[config.mk]
export PLATFORM = sky130hd
export DESIGN_NAME = ordered_dither_pixel_pack
export DESIGN_NICKNAME = d
export VERILOG_FILES = /design/src/rtl/odpp_pkg.sv /design/src/rtl/ordered_dither_pixel_pack.sv
export SDC_FILE = /design/constraint.sdc
export NUM_CORES = 1
export LEC_CHECK = 0
export BUFFER_PORTS_ARGS = -buffer_cell sky130_fd_sc_hd__buf_2
export CAP_MARGIN = 20
export CORE_MARGIN = 4
export CORE_UTILIZATION = 50
export CTS_BUF_LIST = sky130_fd_sc_hd__clkbuf_8
export DETAILED_ROUTE_END_ITERATION = 8
export HOLD_SLACK_MARGIN = 0.02
export PLACE_DENSITY = 0.84
export SLEW_MARGIN = 40
export SYNTH_ARGS = -nofsm -noshare
export SYNTH_HDL_FRONTEND = slang
export SYNTH_SLANG_ARGS = --single-unit
[constraint.sdc]
create_clock -name aclk -period 2.3 [get_ports aclk]
set_input_delay 0.23 -clock aclk [delete_from_list [all_inputs] [get_ports aclk]]
set_output_delay 0.23 -clock aclk [all_outputs]
set_load 0.03 [all_outputs]
[src/rtl/odpp_pkg.sv]
// Package for the ordered dither pixel packer: format codes, the 4x4 Bayer
// threshold table and the per-channel dither function. No dependencies.
`default_nettype none

package odpp_pkg;

    typedef enum logic [1:0] {
        FMT_RGB332 = 2'd0,
        FMT_RGB555 = 2'd1,
        FMT_RGB565 = 2'd2,
        FMT_PASS   = 2'd3
    } pixel_fmt_t;

    localparam pixel_fmt_t FMT_RESET = FMT_PASS;

    localparam int COLOR_W  = 32;
    localparam int PHASE_W  = 2;
    localparam int S_DATA_W = ((COLOR_W + 2 * PHASE_W + 7) / 8) * 8;
    localparam int PIXEL_W  = 32;

    // Bayer threshold, row = x phase, column = y phase.
    function automatic logic [3:0] bayer_thr(input logic [1:0] row, input logic [1:0] col);
        logic [3:0] thr;
        case ({row, col})
            4'h0: thr = 4'd0;   4'h1: thr = 4'd8;   4'h2: thr = 4'd1;   4'h3: thr = 4'd9;
            4'h4: thr = 4'd12;  4'h5: thr = 4'd4;   4'h6: thr = 4'd13;  4'h7: thr = 4'd5;
            4'h8: thr = 4'd3;   4'h9: thr = 4'd11;  4'ha: thr = 4'd2;   4'hb: thr = 4'd10;
            4'hc: thr = 4'd15;  4'hd: thr = 4'd7;   4'he: thr = 4'd14;  default: thr = 4'd6;
        endcase
        return thr;
    endfunction

    // Truncate an 8-bit channel to keep bits (2..6), round up by one LSB when the
    // next four dropped bits reach the threshold, saturate at all ones.
    function automatic logic [5:0] dither_chan(input logic [7:0] chan, input int keep,
                                               input logic [3:0] thr);
        logic [3:0] drop;
        logic [7:0] kept;
        logic [7:0] full;
        logic [7:0] low;
        logic [3:0] nib;
        drop = 4'(8 - keep);
        kept = chan >> drop;
        full = (8'd1 << keep) - 8'd1;
        low  = chan & ((8'd1 << drop) - 8'd1);
        if (drop >= 4'd4) begin
            nib = 4'(low >> (drop - 4'd4));
        end else begin
            nib = 4'(low << (4'd4 - drop));
        end
        if (kept != full && nib >= thr) begin
            kept = kept + 8'd1;
        end
        return kept[5:0];
    endfunction

endpackage

`default_nettype wire

[src/rtl/ordered_dither_pixel_pack.sv]
// Ordered dither pixel packer: one ARGB colour in, one packed display pixel out.
// Depends on odpp_pkg for format codes, the Bayer table and the dither function.
//
// Converts a 32-bit ARGB colour to RGB332, RGB555 or RGB565 with 4x4 Bayer
// ordered dithering, or passes it through unchanged, as selected by the
// pixel_format register written over the cfg port (reset: pass-through). Write
// the format only while no pixel is in flight. The block takes one pixel per
// clock while s_tready is high: the item lands in an input register, the
// dither and pack logic sits between that register and the result register,
// which drives m_tdata. Both stages hold under back-pressure on the result
// side; s_tready drops only when both stages are full and m_tready is low.
`default_nettype none

module ordered_dither_pixel_pack
    import odpp_pkg::*;
(
    input  wire logic                aclk,
    input  wire logic                aresetn,
    // Configuration: pixel_format[1:0]
    input  wire logic                cfg_valid,
    output logic                     cfg_ready,
    input  wire logic [1:0]          cfg_data,
    // Input stream, tdata: color[31:0], x_phase[33:32], y_phase[35:34], zero[39:36]
    input  wire logic                s_tvalid,
    output logic                     s_tready,
    input  wire logic [S_DATA_W-1:0] s_tdata,
    // Output stream, tdata: pixel[31:0]
    output logic                     m_tvalid,
    input  wire logic                m_tready,
    output logic [PIXEL_W-1:0]       m_tdata
);

    pixel_fmt_t            fmt_reg;
    logic                  in_vld_reg;
    logic [COLOR_W-1:0]    color_reg;
    logic [PHASE_W-1:0]    x_phase_reg;
    logic [PHASE_W-1:0]    y_phase_reg;
    logic                  out_vld_reg;
    logic [PIXEL_W-1:0]    pixel_reg;
    logic [PIXEL_W-1:0]    pixel_next;
    logic                  advance;
    logic [3:0]            thr;
    logic [5:0]            r_q, g_q, b_q;

    assign cfg_ready = 1'b1;
    assign advance   = !out_vld_reg || m_tready;
    assign s_tready  = !in_vld_reg || advance;
    assign m_tvalid  = out_vld_reg;
    assign m_tdata   = pixel_reg;

    always_ff @(posedge aclk) begin
        if (!aresetn) begin
            fmt_reg <= FMT_RESET;
        end else if (cfg_valid && cfg_ready) begin
            fmt_reg <= pixel_fmt_t'(cfg_data);
        end
    end

    // Input register stage
    always_ff @(posedge aclk) begin
        if (!aresetn) begin
            in_vld_reg <= 1'b0;
        end else if (s_tready) begin
            in_vld_reg <= s_tvalid;
        end
    end

    always_ff @(posedge aclk) begin
        if (s_tvalid && s_tready) begin
            color_reg   <= s_tdata[COLOR_W-1:0];
            x_phase_reg <= s_tdata[COLOR_W +: PHASE_W];
            y_phase_reg <= s_tdata[COLOR_W+PHASE_W +: PHASE_W];
        end
    end

    // Dither and pack
    always_comb begin
        thr        = bayer_thr(x_phase_reg, y_phase_reg);
        r_q        = '0;
        g_q        = '0;
        b_q        = '0;
        pixel_next = color_reg;
        case (fmt_reg)
            FMT_RGB332: begin
                r_q        = dither_chan(color_reg[23:16], 3, thr);
                g_q        = dither_chan(color_reg[15:8], 3, thr);
                b_q        = dither_chan(color_reg[7:0], 2, thr);
                pixel_next = {24'd0, r_q[2:0], g_q[2:0], b_q[1:0]};
            end
            FMT_RGB555: begin
                r_q        = dither_chan(color_reg[23:16], 5, thr);
                g_q        = dither_chan(color_reg[15:8], 5, thr);
                b_q        = dither_chan(color_reg[7:0], 5, thr);
                pixel_next = {17'd0, r_q[4:0], g_q[4:0], b_q[4:0]};
            end
            FMT_RGB565: begin
                r_q        = dither_chan(color_reg[23:16], 5, thr);
                g_q        = dither_chan(color_reg[15:8], 6, thr);
                b_q        = dither_chan(color_reg[7:0], 5, thr);
                pixel_next = {16'd0, r_q[4:0], g_q[5:0], b_q[4:0]};
            end
            default: begin
                pixel_next = color_reg;
            end
        endcase
    end

    // Result register stage
    always_ff @(posedge aclk) begin
        if (!aresetn) begin
            out_vld_reg <= 1'b0;
        end else if (advance) begin
            out_vld_reg <= in_vld_reg;
        end
    end

    always_ff @(posedge aclk) begin
        if (advance && in_vld_reg) begin
            pixel_reg <= pixel_next;
        end
    end

endmodule

`default_nettype wire

Word-level counts from Yosys, hierarchy flattened
Memory sizes are Yosys's and may differ from the RTL's. A register that Yosys moved wholly into a read port is not among the register bits.
Index checks and enable logic that the tools add are counted.
Widths: inputs -> output; s select.

word-level totals
  output and inout bits = 35
  ROM bits = 64
  memories = 1
  flip-flop bits (word level) = 72
  input bits = 47

memory list
  name              depth  width  rd ports  clocked after memory_dff  write ports  line            text
  (name not given)  16     4      1         1                         0            odpp_pkg.sv:24  case ({row, col})

operators by class
  reductions and logical operators = 16
  order comparisons = 9
  add/sub/neg operators = 7
  equal/unequal tests = 9
  multiplexer cells = 20

operators with widths
  cell                 number
  $pmux 32 s3          1
  $mux 4               10
  $ge 4x4->1           9
  $mux 5               5
  $add 5x1->5 const B  3
  $ne 5x5->1 const B   3
  $logic_and 1x1->1    11
  $add 3x1->3 const B  2
  $add 6x1->6 const B  1
  $mux 3               2
  $mux 6               1
  $ne 3x3->1 const B   2
  $ne 6x6->1 const B   1
  $add 2x1->2 const B  1
  $eq 2x1->1 const B   1
  $eq 2x2->1 const B   1
  $logic_not 1->1      2
  $logic_not 2->1      1
  $logic_or 1x1->1     2
  $mux 2               1
  $ne 2x2->1 const B   1

Longest topological paths before layout
  depth after elaboration = 6
  gate-level depth with buffers = 8

Least setup slack after synthesis
OpenSTA, ideal clock, no wires.

  path kind = reg2reg
  from = register out_vld_reg, in the netlist m_tvalid
  to = register pixel_reg[0], in the netlist m_tdata[0], enable pin
  cell stages (with the launch flop) = 3
  slack = -0.176 ns
  library setup time = 0.425 ns
  data required time = 1.875 ns
  buffers on the path = 0
  arrival time = 2.052 ns
  period minus slack after synthesis = 2.476 ns
  cells stage by stage = dfxtp_1 -> nor2b_1 -> nor2b_1

on the way
  longest elaborated chain between the ends = 3

ends and longest elaborated chain
  element                 line                              text
  start, declared         ordered_dither_pixel_pack.sv:38   logic out_vld_reg;
  start signal, assigned  ordered_dither_pixel_pack.sv:113  out_vld_reg <= in_vld_reg;
  $logic_not 1->1         ordered_dither_pixel_pack.sv:46   assign advance = !out_vld_reg || m_tready;
  $logic_or 1x1->1        ordered_dither_pixel_pack.sv:46
  $logic_and 1x1->1       ordered_dither_pixel_pack.sv:118  if (advance && in_vld_reg) begin
  end signal, assigned    ordered_dither_pixel_pack.sv:119  pixel_reg <= pixel_next;
  end, declared           ordered_dither_pixel_pack.sv:39   logic [PIXEL_W-1:0] pixel_reg;

No other way between the ends.
A chain may end at the register's enable or synchronous reset.

Worst setup path in the final report
  from = register color_reg[13]
  to = register pixel_reg[6], in the netlist m_tdata[6] (data pin)

on the way
  longest elaborated chain between the ends = 4
  elaborated cells between the ends (all ways) = 7
  those cells by class = eq/ne: 2; mux: 3; reduce/logical: 2

ends and longest elaborated chain
  element                                          line                             text
  start, declared                                  ordered_dither_pixel_pack.sv:35  logic [COLOR_W-1:0] color_reg;
  start signal, assigned                           ordered_dither_pixel_pack.sv:70  color_reg <= s_tdata[COLOR_W-1:0];
  $ne 6x6->1 / $ne 5x5->1 (equally long branches)  odpp_pkg.sv:51                   if (kept != full && nib >= thr) begin
  $logic_and 1x1->1                                odpp_pkg.sv:51
  $mux 6 / $mux 5 (equally long branches)          odpp_pkg.sv:51
  $pmux 32 s3 *                                    ordered_dither_pixel_pack.sv:83  case (fmt_reg)
  named net pixel_next[6]                          ordered_dither_pixel_pack.sv:40  logic [PIXEL_W-1:0] pixel_next;

The timed path passes the listed nets; every way through them passes the cells marked *.

==> flow_summary.json <==
{
  "numCtsBuffers": 9,
  "slew_violations": 0,
  "grt.total_usage": 0.199,
  "period_minus_slack_ps": 2290,
  "finalSetupTns_ps": 0,
  "hp-class": "in -> reg",
  "die-area_sq_um": 9700,
  "synth-main-ff-cell": "edfxtp_1",
  "fin_worst_skew_ps": 7.01,
  "finalNonFillerCells": 559,
  "setup_viol": 0,
  "route.vias.total": 3245,
  "fmax_mhz": 437,
  "arrival_ps": 2390,
  "root_buffer": "clkbuf_8",
  "clk-insertion-delay-late_ps": 350,
  "nNetsFinal": 534,
  "ys_ff_latch": 76,
  "numPlacedInstances": 535,
  "hold_violations": 0,
  "critPathKind": "reg -> reg",
  "start_util": 0.522,
  "grt_pass1_wl_mm": 15.2,
  "cts_tree": "built",
  "ys_warn_count": 0,
  "yosys-top-cells-count": "edfxtp_1 (68), ha_1 (35), nand2_1 (25), inv_1 (17), nor2_1 (17)",
  "place_hpwl_mm": 6.92,
  "synth_area_sq_um": 4090,
  "fp.dieW_um": 98.5,
  "slew_headroom": 0.645,
  "dieHeight_um": 98.5,
  "cp_max_fo": 3,
  "syn_inst": 340,
  "syn_to_final_growth_pct": 25.9,
  "htree_levels": 3,
  "synth_area_leader_cell": "edfxtp_1",
  "routed_via_density": 5.81,
  "drtIter0Drc": 278,
  "rsz0062_at_grt": "true",
  "synth_fp_nets": 422,
  "maxCapViolCount": 0,
  "wl_per_cell_um": 17.0,
  "tightestPinTransition_ps": 527,
  "antenna_found_initial": 0,
  "powerDensity_nw_per_um2": 663,
  "critPathLaunchType": "register",
  "syn_area_per_cell_sq_um": 12.0,
  "vdd.ir_drop.worst_uv": 631,
  "crit_required_ps": 2400,
  "antenna_cells": 0,
  "synth_area_leaders": "edfxtp_1 (50%), ha_1 (11%), dfxtp_1 (3.9%)",
  "drive_gt1_frac": 0.348,
  "synth_edf_count": 68,
  "status": "complete, no violations",
  "crit_path_end_kind": "register",
  "dr.pass1.iters": 7,
  "core_sq_um": 7850,
  "synth.distinct_cells": 57,
  "grt_max_degree": 34,
  "wirelength_mm": 9.49,
  "clockBufferDepth": 2,
  "p_leak_nw": 2.17,
  "gr-total-overflow": 0,
  "finalCritPeriodShare": 0.995,
  "ys_seq_area_frac": 0.538,
  "synthMostInstantiatedCell": "edfxtp_1",
  "drtAntennaViolNets": 0,
  "clock_sinks": 76,
  "async_flop_share": 0,
  "post-route-drc-count": 0,
  "fillers": 597,
  "ios": 82,
  "synth_top_area_frac": 0.499,
  "place_congestion": 0.924,
  "clk_pin_slew_ps": 70,
  "numPortBuffers": 76,
  "grt_pass1_vias": 3219,
  "rows": 32
}
==> layout make-up <==
cell class	instances	area, sq um	share of cell area
Sequential cell	76	2200	0.428
Multi-Input combinational cell	235	1910	0.370
Timing Repair Buffer	112	663	0.129
Tap cell	102	128	0.0248
Clock buffer	9	124	0.0240
Inverter	18	67.6	0.0131
Clock inverter	7	58.8	0.0114
==> cell usage in the layout, fill, tap and decap left out, drive strengths merged, types with 9 or more instances in the layout <==
cell / instances
nor2: 18
nand2: 25
and3: 13
buf: 112
a21oi: 10
edfxtp: 68
o21ai: 12
ha: 35
inv: 19
mux2i: 9
clkbuf: 9
xnor2: 9
o211ai: 9
==> power by group <==
group / switching [mW] / internal, mW
Sequential: 0.0495 / 1.61
Clock: 0.453 / 0.485
Combinational: 0.461 / 0.355
==> worst max-delay path, stage by stage (launching register included) <==
cell and delay, ps:
edfxtp_1 410, ha_2 220, and2_4 170, ha_1 170, inv_1 90, o2111ai_2 150
and2_4 170, mux2_2 300, a221o_1 360
==> path summary, 6_finish.rpt <==
kind                       from       endpoint  slack (ps)  depth (start not counted)
setup / recovery  color_reg[13]     m_tdata[6]          10                          8
hold / removal      s_tdata[29]  color_reg[29]          50                          1
setup reg to reg  color_reg[13]     m_tdata[6]          10                          8
hold reg to reg      in_vld_reg       m_tvalid         530                          1
==> metal layers <==
layer  track usage  vias up  part of all wire
met3        0.0651       27             0.084
met4        0.0872        0             0.026
met1         0.237     1532              0.39
li1              -     1531                 -
met2         0.330      155              0.50
met5             0        -                 0
==> per-stage QoR <==
stage	power (mW)	util	worst slack (ps)	hold slack (ps)	cell area, sq um
floorplan	2.16	-	8.53	329	4100
finish	3.41	0.657	12.6	47.6	5150
detailed placement	2.41	0.609	-18.9	408	4780
global route	3.58	0.657	-46.4	29.9	5150
CTS	3.36	0.635	8.13	30.6	4980
global placement	2.38	0.609	47.0	407	4780
==> kinds of logic (layout without fill, tap and decap cells) <==
logic type,after synthesis,after routing,share of synthesized area
buf+inv,29,146,0.0281
other cells,1,1,0.000916
xor+xnor,13,13,0.0278
mux,15,15,0.0394
compound gates,73,73,0.134
fa+ha+maj,35,35,0.107
flops,76,76,0.538
simple gates,98,98,0.124
==> repair_timing <==
action | CTS | global route
endpoints found under the hold margin | 0 | 0
hold buffers | 0 | 0
setup endpoints to repair | 3 | 11
setup buffers | 1 | 7
resized for setup | 4 | 28
pin swaps | 1 | 6
(Power assumes the default switching activity.)
